File: src/rtl/core/dbplm_pkg.sv
// ----------------------------------------------------------------------------
// dbplm_pkg
// widths, codes, beat types and the divider step of the dead band curve map
// ----------------------------------------------------------------------------
package dbplm_pkg;

  localparam int SAMPLE_BITS = 10;
  localparam int FRAC_BITS   = 8;
  localparam int X_BITS      = 10;
  localparam int HALF_BITS   = 9;
  localparam int Y_BITS      = 16;
  localparam int OUT_BITS    = 24;
  localparam int CFG_IDX_BITS  = 3;
  localparam int CFG_DATA_BITS = 16;

  // signed width of a curve x point, center plus half width included
  localparam int XW        = ((SAMPLE_BITS > X_BITS) ? SAMPLE_BITS : X_BITS) + 2;
  localparam int DX_BITS   = XW + 1;
  localparam int DY_BITS   = Y_BITS + 1;
  localparam int PROD_BITS = DY_BITS + DX_BITS;
  localparam int NUM_BITS  = PROD_BITS + FRAC_BITS;
  localparam int DIV_STEP  = 4;
  localparam int DIV_STAGES = (NUM_BITS + DIV_STEP - 1) / DIV_STEP;
  localparam int QW        = DIV_STAGES * DIV_STEP;
  localparam int QSW       = QW + 1;
  localparam int RW        = QW + 2;

  localparam logic signed [RW-1:0] RES_MAX = RW'((2 ** (OUT_BITS - 1)) - 1);
  localparam logic signed [RW-1:0] RES_MIN = RW'(-(2 ** (OUT_BITS - 1)));

  typedef enum logic [1:0] {
    SEG_LOW  = 2'd0,
    SEG_DEAD = 2'd1,
    SEG_HIGH = 2'd2
  } seg_e;

  typedef enum logic [CFG_IDX_BITS-1:0] {
    REG_LEFT_END_X      = 3'd0,
    REG_RIGHT_END_X     = 3'd1,
    REG_CENTER_HOME     = 3'd2,
    REG_DEAD_HALF_WIDTH = 3'd3,
    REG_OUT_LEFT        = 3'd4,
    REG_OUT_DEAD_LOW    = 3'd5,
    REG_OUT_DEAD_HIGH   = 3'd6,
    REG_OUT_RIGHT       = 3'd7
  } cfg_reg_e;

  typedef struct packed {
    logic [X_BITS-1:0]        left_end_x;
    logic [X_BITS-1:0]        right_end_x;
    logic [X_BITS-1:0]        center_home;
    logic [HALF_BITS-1:0]     dead_half_width;
    logic signed [Y_BITS-1:0] out_left;
    logic signed [Y_BITS-1:0] out_dead_low;
    logic signed [Y_BITS-1:0] out_dead_high;
    logic signed [Y_BITS-1:0] out_right;
  } cfg_t;

  typedef struct packed {
    logic [PROD_BITS-1:0]     nmag;
    logic [DX_BITS-1:0]       dmag;
    logic                     neg;
    logic                     degen;
    seg_e                     seg;
    logic signed [Y_BITS-1:0] ya;
  } front_beat_t;

  typedef struct packed {
    logic [QW-1:0]            num;
    logic [QW-1:0]            quot;
    logic [DX_BITS-1:0]       rem;
    logic [DX_BITS-1:0]       dmag;
    logic                     neg;
    logic                     degen;
    seg_e                     seg;
    logic signed [Y_BITS-1:0] ya;
  } div_stage_t;

  typedef struct packed {
    logic [QW-1:0]            quot;
    logic                     neg;
    logic                     degen;
    seg_e                     seg;
    logic signed [Y_BITS-1:0] ya;
  } div_beat_t;

  // restoring division, DIV_STEP quotient bits
  function automatic div_stage_t div_step(input div_stage_t d);
    div_stage_t o;
    logic [DX_BITS:0] rw;
    o = d;
    for (int i = 0; i < DIV_STEP; i++) begin
      rw = {o.rem, o.num[QW-1]};
      o.num = {o.num[QW-2:0], 1'b0};
      if (rw >= {1'b0, o.dmag}) begin
        o.rem  = DX_BITS'(rw - {1'b0, o.dmag});
        o.quot = {o.quot[QW-2:0], 1'b1};
      end else begin
        o.rem  = rw[DX_BITS-1:0];
        o.quot = {o.quot[QW-2:0], 1'b0};
      end
    end
    return o;
  endfunction

endpackage

File: src/rtl/core/dbplm_front.sv
// ----------------------------------------------------------------------------
// dbplm_front
// segment select, differences, product and magnitudes in four stages
// ----------------------------------------------------------------------------
module dbplm_front import dbplm_pkg::*; (
  input  logic                   clk,
  input  logic                   rst,
  input  cfg_t                   cfg,
  input  logic                   in_valid,
  output logic                   in_ready,
  input  logic [SAMPLE_BITS-1:0] sample,
  output logic                   out_valid,
  input  logic                   out_ready,
  output front_beat_t            out_beat
);

  logic [3:0] vld;
  logic [3:0] en;

  logic signed [XW-1:0] s_x, px1, px2;
  logic signed [XW-1:0] xa_next, xb_next;
  logic signed [Y_BITS-1:0] ya_next, yb_next;
  seg_e seg_next;

  logic signed [XW-1:0]     s1, xa1, xb1;
  logic signed [Y_BITS-1:0] ya1, yb1;
  seg_e                     seg1;

  logic signed [DX_BITS-1:0] dx2, ds2;
  logic signed [DY_BITS-1:0] dy2;
  logic signed [Y_BITS-1:0]  ya2;
  seg_e                      seg2;

  logic signed [PROD_BITS-1:0] prod3;
  logic [DX_BITS-1:0]          dmag3;
  logic                        dneg3, degen3;
  logic signed [Y_BITS-1:0]    ya3;
  seg_e                        seg3;

  assign en[3] = !vld[3] || out_ready;
  assign en[2] = !vld[2] || en[3];
  assign en[1] = !vld[1] || en[2];
  assign en[0] = !vld[0] || en[1];
  assign in_ready  = en[0];
  assign out_valid = vld[3];

  always_ff @(posedge clk) begin
    if (rst) begin
      vld <= '0;
    end else begin
      if (en[0]) vld[0] <= in_valid;
      if (en[1]) vld[1] <= vld[0];
      if (en[2]) vld[2] <= vld[1];
      if (en[3]) vld[3] <= vld[2];
    end
  end

  // inner points and segment choice
  always_comb begin
    s_x = signed'(XW'(sample));
    px1 = signed'(XW'(cfg.center_home)) - signed'(XW'(cfg.dead_half_width));
    px2 = signed'(XW'(cfg.center_home)) + signed'(XW'(cfg.dead_half_width));
    priority if (s_x <= px1) begin
      seg_next = SEG_LOW;
      xa_next  = signed'(XW'(cfg.left_end_x));
      xb_next  = px1;
      ya_next  = cfg.out_left;
      yb_next  = cfg.out_dead_low;
    end else if (s_x <= px2) begin
      seg_next = SEG_DEAD;
      xa_next  = px1;
      xb_next  = px2;
      ya_next  = cfg.out_dead_low;
      yb_next  = cfg.out_dead_high;
    end else begin
      seg_next = SEG_HIGH;
      xa_next  = px2;
      xb_next  = signed'(XW'(cfg.right_end_x));
      ya_next  = cfg.out_dead_high;
      yb_next  = cfg.out_right;
    end
  end

  always_ff @(posedge clk) begin
    if (en[0]) begin
      s1   <= s_x;
      xa1  <= xa_next;
      xb1  <= xb_next;
      ya1  <= ya_next;
      yb1  <= yb_next;
      seg1 <= seg_next;
    end
    if (en[1]) begin
      dx2  <= DX_BITS'(xb1) - DX_BITS'(xa1);
      ds2  <= DX_BITS'(s1) - DX_BITS'(xa1);
      dy2  <= DY_BITS'(yb1) - DY_BITS'(ya1);
      ya2  <= ya1;
      seg2 <= seg1;
    end
    if (en[2]) begin
      prod3  <= PROD_BITS'(dy2) * PROD_BITS'(ds2);
      dmag3  <= dx2[DX_BITS-1] ? DX_BITS'(-dx2) : DX_BITS'(dx2);
      dneg3  <= dx2[DX_BITS-1];
      degen3 <= (dx2 == '0);
      ya3    <= ya2;
      seg3   <= seg2;
    end
    if (en[3]) begin
      out_beat.nmag  <= prod3[PROD_BITS-1] ? PROD_BITS'(-prod3) : PROD_BITS'(prod3);
      out_beat.neg   <= prod3[PROD_BITS-1] ^ dneg3;
      out_beat.dmag  <= dmag3;
      out_beat.degen <= degen3;
      out_beat.seg   <= seg3;
      out_beat.ya    <= ya3;
    end
  end

endmodule

File: src/rtl/core/dbplm_div.sv
// ----------------------------------------------------------------------------
// dbplm_div
// pipelined unsigned divider, DIV_STEP (four) quotient bits per stage
// ----------------------------------------------------------------------------
module dbplm_div import dbplm_pkg::*; (
  input  logic        clk,
  input  logic        rst,
  input  logic        in_valid,
  output logic        in_ready,
  input  front_beat_t in_beat,
  output logic        out_valid,
  input  logic        out_ready,
  output div_beat_t   out_beat
);

  div_stage_t            st [DIV_STAGES];
  div_stage_t            first;
  logic [DIV_STAGES-1:0] vld;
  logic [DIV_STAGES-1:0] en;

  always_comb begin
    first.num   = QW'(in_beat.nmag) << FRAC_BITS;
    first.quot  = '0;
    first.rem   = '0;
    first.dmag  = in_beat.dmag;
    first.neg   = in_beat.neg;
    first.degen = in_beat.degen;
    first.seg   = in_beat.seg;
    first.ya    = in_beat.ya;
  end

  assign en[DIV_STAGES-1] = !vld[DIV_STAGES-1] || out_ready;

  for (genvar k = 0; k < DIV_STAGES; k++) begin : g_stage
    if (k < DIV_STAGES - 1) begin : g_en
      assign en[k] = !vld[k] || en[k+1];
    end
    if (k == 0) begin : g_head
      always_ff @(posedge clk) begin
        if (rst) begin
          vld[k] <= 1'b0;
        end else if (en[k]) begin
          vld[k] <= in_valid;
        end
      end
      always_ff @(posedge clk) begin
        if (en[k]) st[k] <= div_step(first);
      end
    end else begin : g_body
      always_ff @(posedge clk) begin
        if (rst) begin
          vld[k] <= 1'b0;
        end else if (en[k]) begin
          vld[k] <= vld[k-1];
        end
      end
      always_ff @(posedge clk) begin
        if (en[k]) st[k] <= div_step(st[k-1]);
      end
    end
  end

  assign in_ready       = en[0];
  assign out_valid      = vld[DIV_STAGES-1];
  assign out_beat.quot  = st[DIV_STAGES-1].quot;
  assign out_beat.neg   = st[DIV_STAGES-1].neg;
  assign out_beat.degen = st[DIV_STAGES-1].degen;
  assign out_beat.seg   = st[DIV_STAGES-1].seg;
  assign out_beat.ya    = st[DIV_STAGES-1].ya;

endmodule

File: src/rtl/core/dbplm_back.sv
// ----------------------------------------------------------------------------
// dbplm_back
// quotient sign, offset add, 24-bit clamp and output register
// ----------------------------------------------------------------------------
module dbplm_back import dbplm_pkg::*; (
  input  logic                       clk,
  input  logic                       rst,
  input  logic                       in_valid,
  output logic                       in_ready,
  input  div_beat_t                  in_beat,
  output logic                       out_valid,
  input  logic                       out_ready,
  output logic signed [OUT_BITS-1:0] mapped_value,
  output logic [1:0]                 segment,
  output logic                       degenerate,
  output logic                       saturated
);

  logic [1:0] vld;
  logic [1:0] en;

  logic signed [QSW-1:0]    qs;
  logic signed [Y_BITS-1:0] ya1;
  logic                     degen1;
  seg_e                     seg1;
  logic signed [RW-1:0]     r;

  assign en[1] = !vld[1] || out_ready;
  assign en[0] = !vld[0] || en[1];
  assign in_ready  = en[0];
  assign out_valid = vld[1];

  always_ff @(posedge clk) begin
    if (rst) begin
      vld <= '0;
    end else begin
      if (en[0]) vld[0] <= in_valid;
      if (en[1]) vld[1] <= vld[0];
    end
  end

  assign r = (RW'(ya1) <<< FRAC_BITS) + RW'(qs);

  always_ff @(posedge clk) begin
    if (en[0]) begin
      priority if (in_beat.degen) begin
        qs <= '0;
      end else if (in_beat.neg) begin
        qs <= -signed'({1'b0, in_beat.quot});
      end else begin
        qs <= signed'({1'b0, in_beat.quot});
      end
      ya1    <= in_beat.ya;
      degen1 <= in_beat.degen;
      seg1   <= in_beat.seg;
    end
    if (en[1]) begin
      priority if (r > RES_MAX) begin
        mapped_value <= RES_MAX[OUT_BITS-1:0];
        saturated    <= 1'b1;
      end else if (r < RES_MIN) begin
        mapped_value <= RES_MIN[OUT_BITS-1:0];
        saturated    <= 1'b1;
      end else begin
        mapped_value <= r[OUT_BITS-1:0];
        saturated    <= 1'b0;
      end
      segment    <= seg1;
      degenerate <= degen1;
    end
  end

endmodule

File: src/rtl/core/deadband_piecewise_linear_map.sv
// ----------------------------------------------------------------------------
// deadband_piecewise_linear_map
// joystick axis map through a three-segment curve with a dead band
// ----------------------------------------------------------------------------
// Takes one sample beat per cycle while the result side keeps up, and returns
// one result beat per sample, in order, through four front stages (segment
// select, differences, multiply, magnitudes), ten divider stages of four
// quotient bits each, and two back stages (sign and offset add, clamp into the
// output register). Each stage advances on its own, so empty stages fill while
// a result waits. Registers 0..7 are written over the cfg port (cfg_ready is
// always high) and must only change while no sample is in flight.
module deadband_piecewise_linear_map import dbplm_pkg::*; (
  input  logic                       clk,
  input  logic                       rst,
  input  logic                       cfg_valid,
  output logic                       cfg_ready,
  input  logic [CFG_IDX_BITS-1:0]    cfg_index,
  input  logic [CFG_DATA_BITS-1:0]   cfg_data,
  input  logic                       sample_valid,
  output logic                       sample_ready,
  input  logic [SAMPLE_BITS-1:0]     sample,
  output logic                       result_valid,
  input  logic                       result_ready,
  output logic signed [OUT_BITS-1:0] mapped_value,
  output logic [1:0]                 segment,
  output logic                       degenerate,
  output logic                       saturated
);

  cfg_t        cfg;
  logic        front_valid, front_ready;
  front_beat_t front_beat;
  logic        div_valid, div_ready;
  div_beat_t   div_beat;

  assign cfg_ready = 1'b1;

  always_ff @(posedge clk) begin
    if (rst) begin
      cfg.left_end_x      <= X_BITS'(0);
      cfg.right_end_x     <= X_BITS'(1023);
      cfg.center_home     <= X_BITS'(512);
      cfg.dead_half_width <= HALF_BITS'(10);
      cfg.out_left        <= -Y_BITS'(100);
      cfg.out_dead_low    <= '0;
      cfg.out_dead_high   <= '0;
      cfg.out_right       <= Y_BITS'(100);
    end else if (cfg_valid && cfg_ready) begin
      unique case (cfg_reg_e'(cfg_index))
        REG_LEFT_END_X:      cfg.left_end_x      <= cfg_data[X_BITS-1:0];
        REG_RIGHT_END_X:     cfg.right_end_x     <= cfg_data[X_BITS-1:0];
        REG_CENTER_HOME:     cfg.center_home     <= cfg_data[X_BITS-1:0];
        REG_DEAD_HALF_WIDTH: cfg.dead_half_width <= cfg_data[HALF_BITS-1:0];
        REG_OUT_LEFT:        cfg.out_left        <= signed'(cfg_data[Y_BITS-1:0]);
        REG_OUT_DEAD_LOW:    cfg.out_dead_low    <= signed'(cfg_data[Y_BITS-1:0]);
        REG_OUT_DEAD_HIGH:   cfg.out_dead_high   <= signed'(cfg_data[Y_BITS-1:0]);
        REG_OUT_RIGHT:       cfg.out_right       <= signed'(cfg_data[Y_BITS-1:0]);
        default: ;
      endcase
    end
  end

  dbplm_front u_front (
    .clk       (clk),
    .rst       (rst),
    .cfg       (cfg),
    .in_valid  (sample_valid),
    .in_ready  (sample_ready),
    .sample    (sample),
    .out_valid (front_valid),
    .out_ready (front_ready),
    .out_beat  (front_beat)
  );

  dbplm_div u_div (
    .clk       (clk),
    .rst       (rst),
    .in_valid  (front_valid),
    .in_ready  (front_ready),
    .in_beat   (front_beat),
    .out_valid (div_valid),
    .out_ready (div_ready),
    .out_beat  (div_beat)
  );

  dbplm_back u_back (
    .clk          (clk),
    .rst          (rst),
    .in_valid     (div_valid),
    .in_ready     (div_ready),
    .in_beat      (div_beat),
    .out_valid    (result_valid),
    .out_ready    (result_ready),
    .mapped_value (mapped_value),
    .segment      (segment),
    .degenerate   (degenerate),
    .saturated    (saturated)
  );

endmodule

File: config.mk
export PLATFORM = sky130hd
export DESIGN_NAME = deadband_piecewise_linear_map
export DESIGN_NICKNAME = d
export VERILOG_FILES = /design/src/rtl/core/dbplm_pkg.sv /design/src/rtl/core/dbplm_front.sv /design/src/rtl/core/dbplm_div.sv /design/src/rtl/core/dbplm_back.sv /design/src/rtl/core/deadband_piecewise_linear_map.sv
export SDC_FILE = /design/constraint.sdc
export NUM_CORES = 2
export LEC_CHECK = 0
export ABC_AREA = 1
export BUFFER_PORTS_ARGS = -buffer_cell sky130_fd_sc_hd__buf_2
export CAP_MARGIN = 20
export CORE_MARGIN = 5
export CORE_UTILIZATION = 55
export DETAILED_ROUTE_END_ITERATION = 12
export PLACE_DENSITY = 0.74
export RECOVER_POWER = 25
export SLEW_MARGIN = 5
export SYNTH_ARGS = -nofsm -noshare
export SYNTH_HDL_FRONTEND = slang
export SYNTH_SLANG_ARGS = --single-unit
File: constraint.sdc
create_clock -name clk -period 12.3 [get_ports clk]
set_clock_uncertainty 0.15 [all_clocks]
set_input_delay 0.615 -clock clk [delete_from_list [all_inputs] [get_ports clk]]
set_output_delay 0.615 -clock clk [all_outputs]
set_load 0.01 [all_outputs]
# Word-level counts from Yosys, hierarchy flattened
# Memory sizes are Yosys's and may differ from the RTL's.
# Index checks and enable logic that the tools add are counted.
dict set report classes {
  add_sub_neg 49
  multipliers 1
  div_mod_pow 0
  n_lt_le_gt_ge 44
  eq_ne 7
  n_shift 0
  mux 114
  bitwise 2
  reduce_logical 43
}
# cell n
set ops {}
lappend ops {{$mux 14} 40}
lappend ops {{$ge 14x13->1} 39}
lappend ops {{$mux 53} 10}
lappend ops {{$mux 52} 10}
lappend ops {{$mux 51} 10}
lappend ops {{$sub 13x13->13} 39}
lappend ops {{$mux 50} 10}
lappend ops {{$mux 16} 4}
lappend ops {{$mux 12} 4}
lappend ops {{$add 24x41->42} 1}
lappend ops {{$gt 42x24->1 const B} 1}
lappend ops {{$lt 42x24->1 const B} 1}
lappend ops {{$neg 40->41} 1}
lappend ops {{$mux 40} 1}
lappend ops {{$mul 17x13->30} 1}
lappend ops {{$neg 30->30} 1}
lappend ops {{$mux 29} 1}
lappend ops {{$le 11x12->1} 2}
lappend ops {{$mux 24} 1}
lappend ops {{$mux 1} 21}
lappend ops {{$sub 16x16->17} 1}
lappend ops {{$logic_not 1->1} 16}
lappend ops {{$logic_or 1x1->1} 16}
lappend ops {{$reduce_and 2->1} 8}
lappend ops {{other kinds (17)} 21}
dict set report word_totals {
  ff_bits 462
  latchBits 0
  ramBits 1220
  rom_bits 0
  input_bits 34
  out_inout_bits 31
  elab_cells 320
  n_memories 1
}
# name words width read_ports rd_ports_with_merged_regs wr line
set mem_list {}
lappend mem_list {u_div.st 10 122 10 0 10 dbplm_div.sv:16} ;# div_stage_t st [DIV_STAGES];

# Longest topological paths before layout
dict set report logic_depth {
  word_depth 23
  ltp_mapped 59
}

# Hierarchy
# From an unflattened synthesis, not the netlist that was laid out.
dict set report unflattened {
  hier_cells 9900
  hier_area_um2 85697.2
}
# module instances cells_each area_per_inst_um2 seq_area_each_um2
set modules_own_cells {}
lappend modules_own_cells {dbplm_div 1 5949 52780.6 23202.3}
lappend modules_own_cells {dbplm_front 1 2403 21911.0 7737.4}
lappend modules_own_cells {dbplm_back 1 985 7021.7 2682.6}
lappend modules_own_cells {deadband_piecewise_linear_map 1 563 3983.8 2062.0}

# Worst setup path after synthesis
# Ideal clock, no wire load.
dict set report synth_path {
  path_kind {input to register}
  start {in result_ready}
  end {reg u_front.s1[0] (enable)}
  arrival_ps 11100
  t_required_ps 11411
  setup_slack_ps 311
  path_stages 12
  n_path_buf 0
  cell_sequence {nor2_2 -> nand4_2 -> nor2_4 -> nand4_2 -> nor2_1 -> nand2_1 -> nor2_1 -> nand2_2 -> nor2_2 -> nand2_1 -> nor2_1 -> nand2_1}
}
dict set report synth_between {
  elab_chain_len 16
}
# item line
set synth_rtl {}
lappend synth_rtl {{start, declared} deadband_piecewise_linear_map.sv:23} ;# input logic result_ready,
lappend synth_rtl {{$logic_or 1x1->1} dbplm_back.sv:28} ;# assign en[1] = !vld[1] || out_ready;
lappend synth_rtl {{$logic_or 1x1->1} dbplm_back.sv:29} ;# assign en[0] = !vld[0] || en[1];
lappend synth_rtl {{$logic_or 1x1->1} dbplm_div.sv:32} ;# assign en[DIV_STAGES-1] = !vld[DIV_STAGES-1] || out_ready;
lappend synth_rtl {{$logic_or 1x1->1} dbplm_div.sv:36} ;# assign en[k] = !vld[k] || en[k+1];
lappend synth_rtl {{named net u_div.en[8]} dbplm_div.sv:19} ;# logic [DIV_STAGES-1:0] en;
lappend synth_rtl {{$logic_or 1x1->1 (4 in a row)} dbplm_div.sv:36}
lappend synth_rtl {{named net u_div.en[4]} dbplm_div.sv:19}
lappend synth_rtl {{$logic_or 1x1->1 (2 in a row)} dbplm_div.sv:36}
lappend synth_rtl {{named net u_div.en[2]} dbplm_div.sv:19}
lappend synth_rtl {{$logic_or 1x1->1 (2 in a row)} dbplm_div.sv:36}
lappend synth_rtl {{named net front_ready} deadband_piecewise_linear_map.sv:31} ;# logic front_valid, front_ready;
lappend synth_rtl {{$logic_or 1x1->1} dbplm_front.sv:40} ;# assign en[3] = !vld[3] || out_ready;
lappend synth_rtl {{$logic_or 1x1->1} dbplm_front.sv:41} ;# assign en[2] = !vld[2] || en[3];
lappend synth_rtl {{named net u_front.en[2]} dbplm_front.sv:18} ;# logic [3:0] en;
lappend synth_rtl {{$logic_or 1x1->1} dbplm_front.sv:42} ;# assign en[1] = !vld[1] || en[2];
lappend synth_rtl {{$logic_or 1x1->1} dbplm_front.sv:43} ;# assign en[0] = !vld[0] || en[1];
lappend synth_rtl {{named net sample_ready} deadband_piecewise_linear_map.sv:20} ;# output logic sample_ready,
lappend synth_rtl {{end signal, assigned} dbplm_front.sv:86} ;# s1 <= s_x;
lappend synth_rtl {{end, declared} dbplm_front.sv:25} ;# logic signed [XW-1:0] s1, xa1, xb1;
# The timed path passes the listed nets, and every way through them passes these cells.
# A chain may end at the register's enable or synchronous reset.

==> results by group <==
Status
  • Status: finished, final reports clean

Layout
  • Area Overhead vs Synth: 8.43%
  • Most frequent cells in the layout: nand2_1, inv_1, edfxtp_1
  • Final #Nets: 10400
  • Layout cells sized above 1: under 10%
  • Footprint of the multi-input gates: 41600 µm²
  • Commonest non-fill, non-tap cell in the layout: nand2_1
  • Final cell count without fillers: 11500
  • Register area: 35700 µm²
  • Fill count: 12900

Synthesis
  • Avg Synthesized Cell Area: approximately 8.9 µm²
  • Top cells by area, synth: edfxtp_1, nand2_1, ha_1
  • Number of synthesized flops with an enable pin: ~1100
  • Post-Syn Area: around 83000 µm²
  • Synthesis Warnings: 0
  • Cells after synthesis: 9334
  • Synth top area share: approximately two fifths
  • Ys flop type: edfxtp_1
  • Area leader, netlist: edfxtp_1
  • Post-synthesis sequential area ratio: between 40% and 50%
  • Mapped Nets: between 10000 and 15000
  • Yosys reg bits: about 1200
  • Yosys cell types: between 60 and 70
  • Post-synth ARST share: 0%

Run
  • Max-cap check violation count: 0

Timing
  • Fmax: 0.0924 GHz
  • Final Hold Fails: 0
  • Worst-Margin Slew: around 1.1 ns
  • Final Max Tran Viols: 0
  • Unrepaired setup endpoints after global routing: no
  • Post-route setup TNS: 0 ns
  • Final setup violation count: 0
  • Fin crit period: approximately 11 ns
  • Period utilization: 88.0%
  • Max-slew headroom: a little over a quarter

Global route
  • Grt met3 use: roughly 3.1%
  • Vias in the first global route: between 60000 and 70000
  • Most crowded layer after global routing: met2
  • Pin count of the biggest net entering global routing: 80
  • Initial antenna violation count: 6
  • First-pass GRT wire length: about 340000 µm
  • Met1 GRT Util: 33.7%
  • GRT met2 Usage: between 40% and 50%
  • Grt total ovfl: 0
  • Gr usage total: a little over a quarter

Worst setup path
  • Setup CP Type: reg2reg
  • CP required: about 13 ns
  • CP Launch Type: register
  • Critical Path AT: between 10 and 15 ns
  • CP dominant cell by count: nand2_1
  • CP Max Fanout: 18
  • Largest stage delay, worst path: about 0.62 ns
  • Worst path slowest cell: edfxtp_1
  • Crit path capture type: register

Placed design
  • Dpl cells: 11300
  • Final HPWL DP: between 150000 and 200000 µm
  • RePlAce Congestion: 0.988
  • Port bufs: 63

Clock tree
  • TritonCTS buffer count: 133
  • Clk slew on worst S/H paths: 0.07 ns
  • H-tree Lvls: 4
  • Root buffer cell: clkbuf_16
  • CTS tree: done
  • Clock Path Buffers: 3
  • Clk_lat worst skew: slightly below 0.8 ns
  • # Post-CTS Setup Buffers: 0
  • CTS sink cnt: 1228

Route
  • Via density: roughly 5.6
  • DRT iter0 DRCs: approximately 4800
  • Drt total wl: about 220000 µm
  • Routed Antenna Nets: 0
  • # DRC: 0
  • Avg WL per Cell: ~19 µm
  • Vias post-DR: roughly 64000
  • First-pass DRT Iterations: 6

Floorplanning
  • Initial core utilization: 55.3%
  • Die Span X: between 300 and 400 µm
  • DIE HEIGHT: about 400 µm
  • Core Region: between 100000 and 150000 µm²
  • Num rows: about 140
  • Die area: roughly 160000 µm²
  • I/O pins: 65

Worst hold path
  • Hold Crit Class: in2reg
## cell usage after synthesis (5+ instances only)
library cell,number
a21oi_1,570
inv_2,10
nand4_1,117
o21ai_0,526
dfxtp_1,119
buf_4,22
a21boi_0,20
nand3_1,426
and2_1,12
nor3b_1,7
nor2_4,5
o31ai_1,7
nor4_1,14
or2_2,42
nor2_1,628
nor3_1,97
edfxtp_1,1109
o21bai_1,51
nand3b_1,21
nand2_2,14
and3_1,9
a211oi_1,19
a31oi_1,55
nand3_4,5
o2111ai_1,18
o21ai_1,46
buf_6,9
ha_1,687
clkbuf_1,95
nand2_1,2329
o211ai_1,27
nor2_2,13
buf_2,49
o221ai_1,11
xor2_1,323
fa_1,244
a21o_1,43
xnor2_1,183
o21a_1,17
buf_1,5
inv_1,1264
nand3_2,18
## through the flow
step           util, %  area [µm²]  setup WS [ns]  hold WS [ns]
2_1_floorplan        -       83000          0.311         0.250
3_3_place_gp      56.8       85200           1.61         0.251
3_5_place_dp      56.8       85200           1.62         0.255
4_1_cts           60.0       89900           1.57       0.00331
5_1_grt           60.0       90000          0.558        0.0428
6_report          60.0       90000           1.48        0.0587
## worst max-delay path, delay by kind of cell, from the launching register on
| family | cells | cell delay, ns |
|---|---|---|
| flip-flops | 1 | 0.62 |
| adder cells (fa/ha/maj) | 4 | 1.73 |
| buffers and inverters | 5 | 1.28 |
| AND/OR/NAND/NOR | 18 | 3.24 |
| AO/OA/AOI/OAI | 14 | 3.44 |
## area by class of cell
type	count	area share, %
multi-input combinational	6642	46.3
sequential	1228	39.7
inverter	1282	5.36
clock buffer	154	3.94
tap	2016	2.80
clock inverter	90	1.14
timing repair buffer	107	0.790
antenna	9	0.0250
## per-layer routing
metal  routed length, µm  share of wire [%]  up-vias
met4               12500                5.7        2
met5                  17             0.0078        -
li1                    -                  -    31300
met3               11800                5.4      579
met1               87900                 40    30100
met2              105000                 48     2141
## registers in the layout (all words and copies together) (netlist names), 17 cells and up
signal and flops:
cfg 103, u_back.mapped_value 24, u_back.qs 41, u_div.st 766, u_front.dy2 17, u_front.out_beat 63
u_front.prod3 30
## timing repair
| item | CTS | global route |
|---|---|---|
| gates resized for setup | 0 | 0 |
| hold endpoints to repair | 36 | 0 |
| hold buffers | 18 | 0 |
## path summary, 6_finish.rpt
path                                           startpoint                        end  slack (ns)  depth (start not counted)
worst max-delay path            u_div.st[3][21]$_DFFE_PP_  u_div.st[4][33]$_DFFE_PP_        1.48                         41
worst min-delay path                          cfg_data[7]       cfg[90]$_SDFFE_PP1P_        0.06                          3
worst max register to register  u_div.st[3][21]$_DFFE_PP_  u_div.st[4][33]$_DFFE_PP_        1.48                         41
worst min register to register   u_front.ya2[6]$_DFFE_PP_   u_front.ya3[6]$_DFFE_PP_        0.24                          0
## logic make-up after synthesis
kind of cell / Yosys count / synth area share (%)
AO/OA/AOI/OAI: 1433 / 9.52
XOR/XNOR: 506 / 5.34
adder cells (fa/ha/maj): 931 / 16.2
buffers and inverters: 1464 / 6.89
flip-flops: 1228 / 43.0
other: 2 / 0.00905
AND/OR/NAND/NOR: 3770 / 19.0
Power is not shown: default switching activity piles up to over one toggle a cycle in this logic, so the estimate is an artifact.
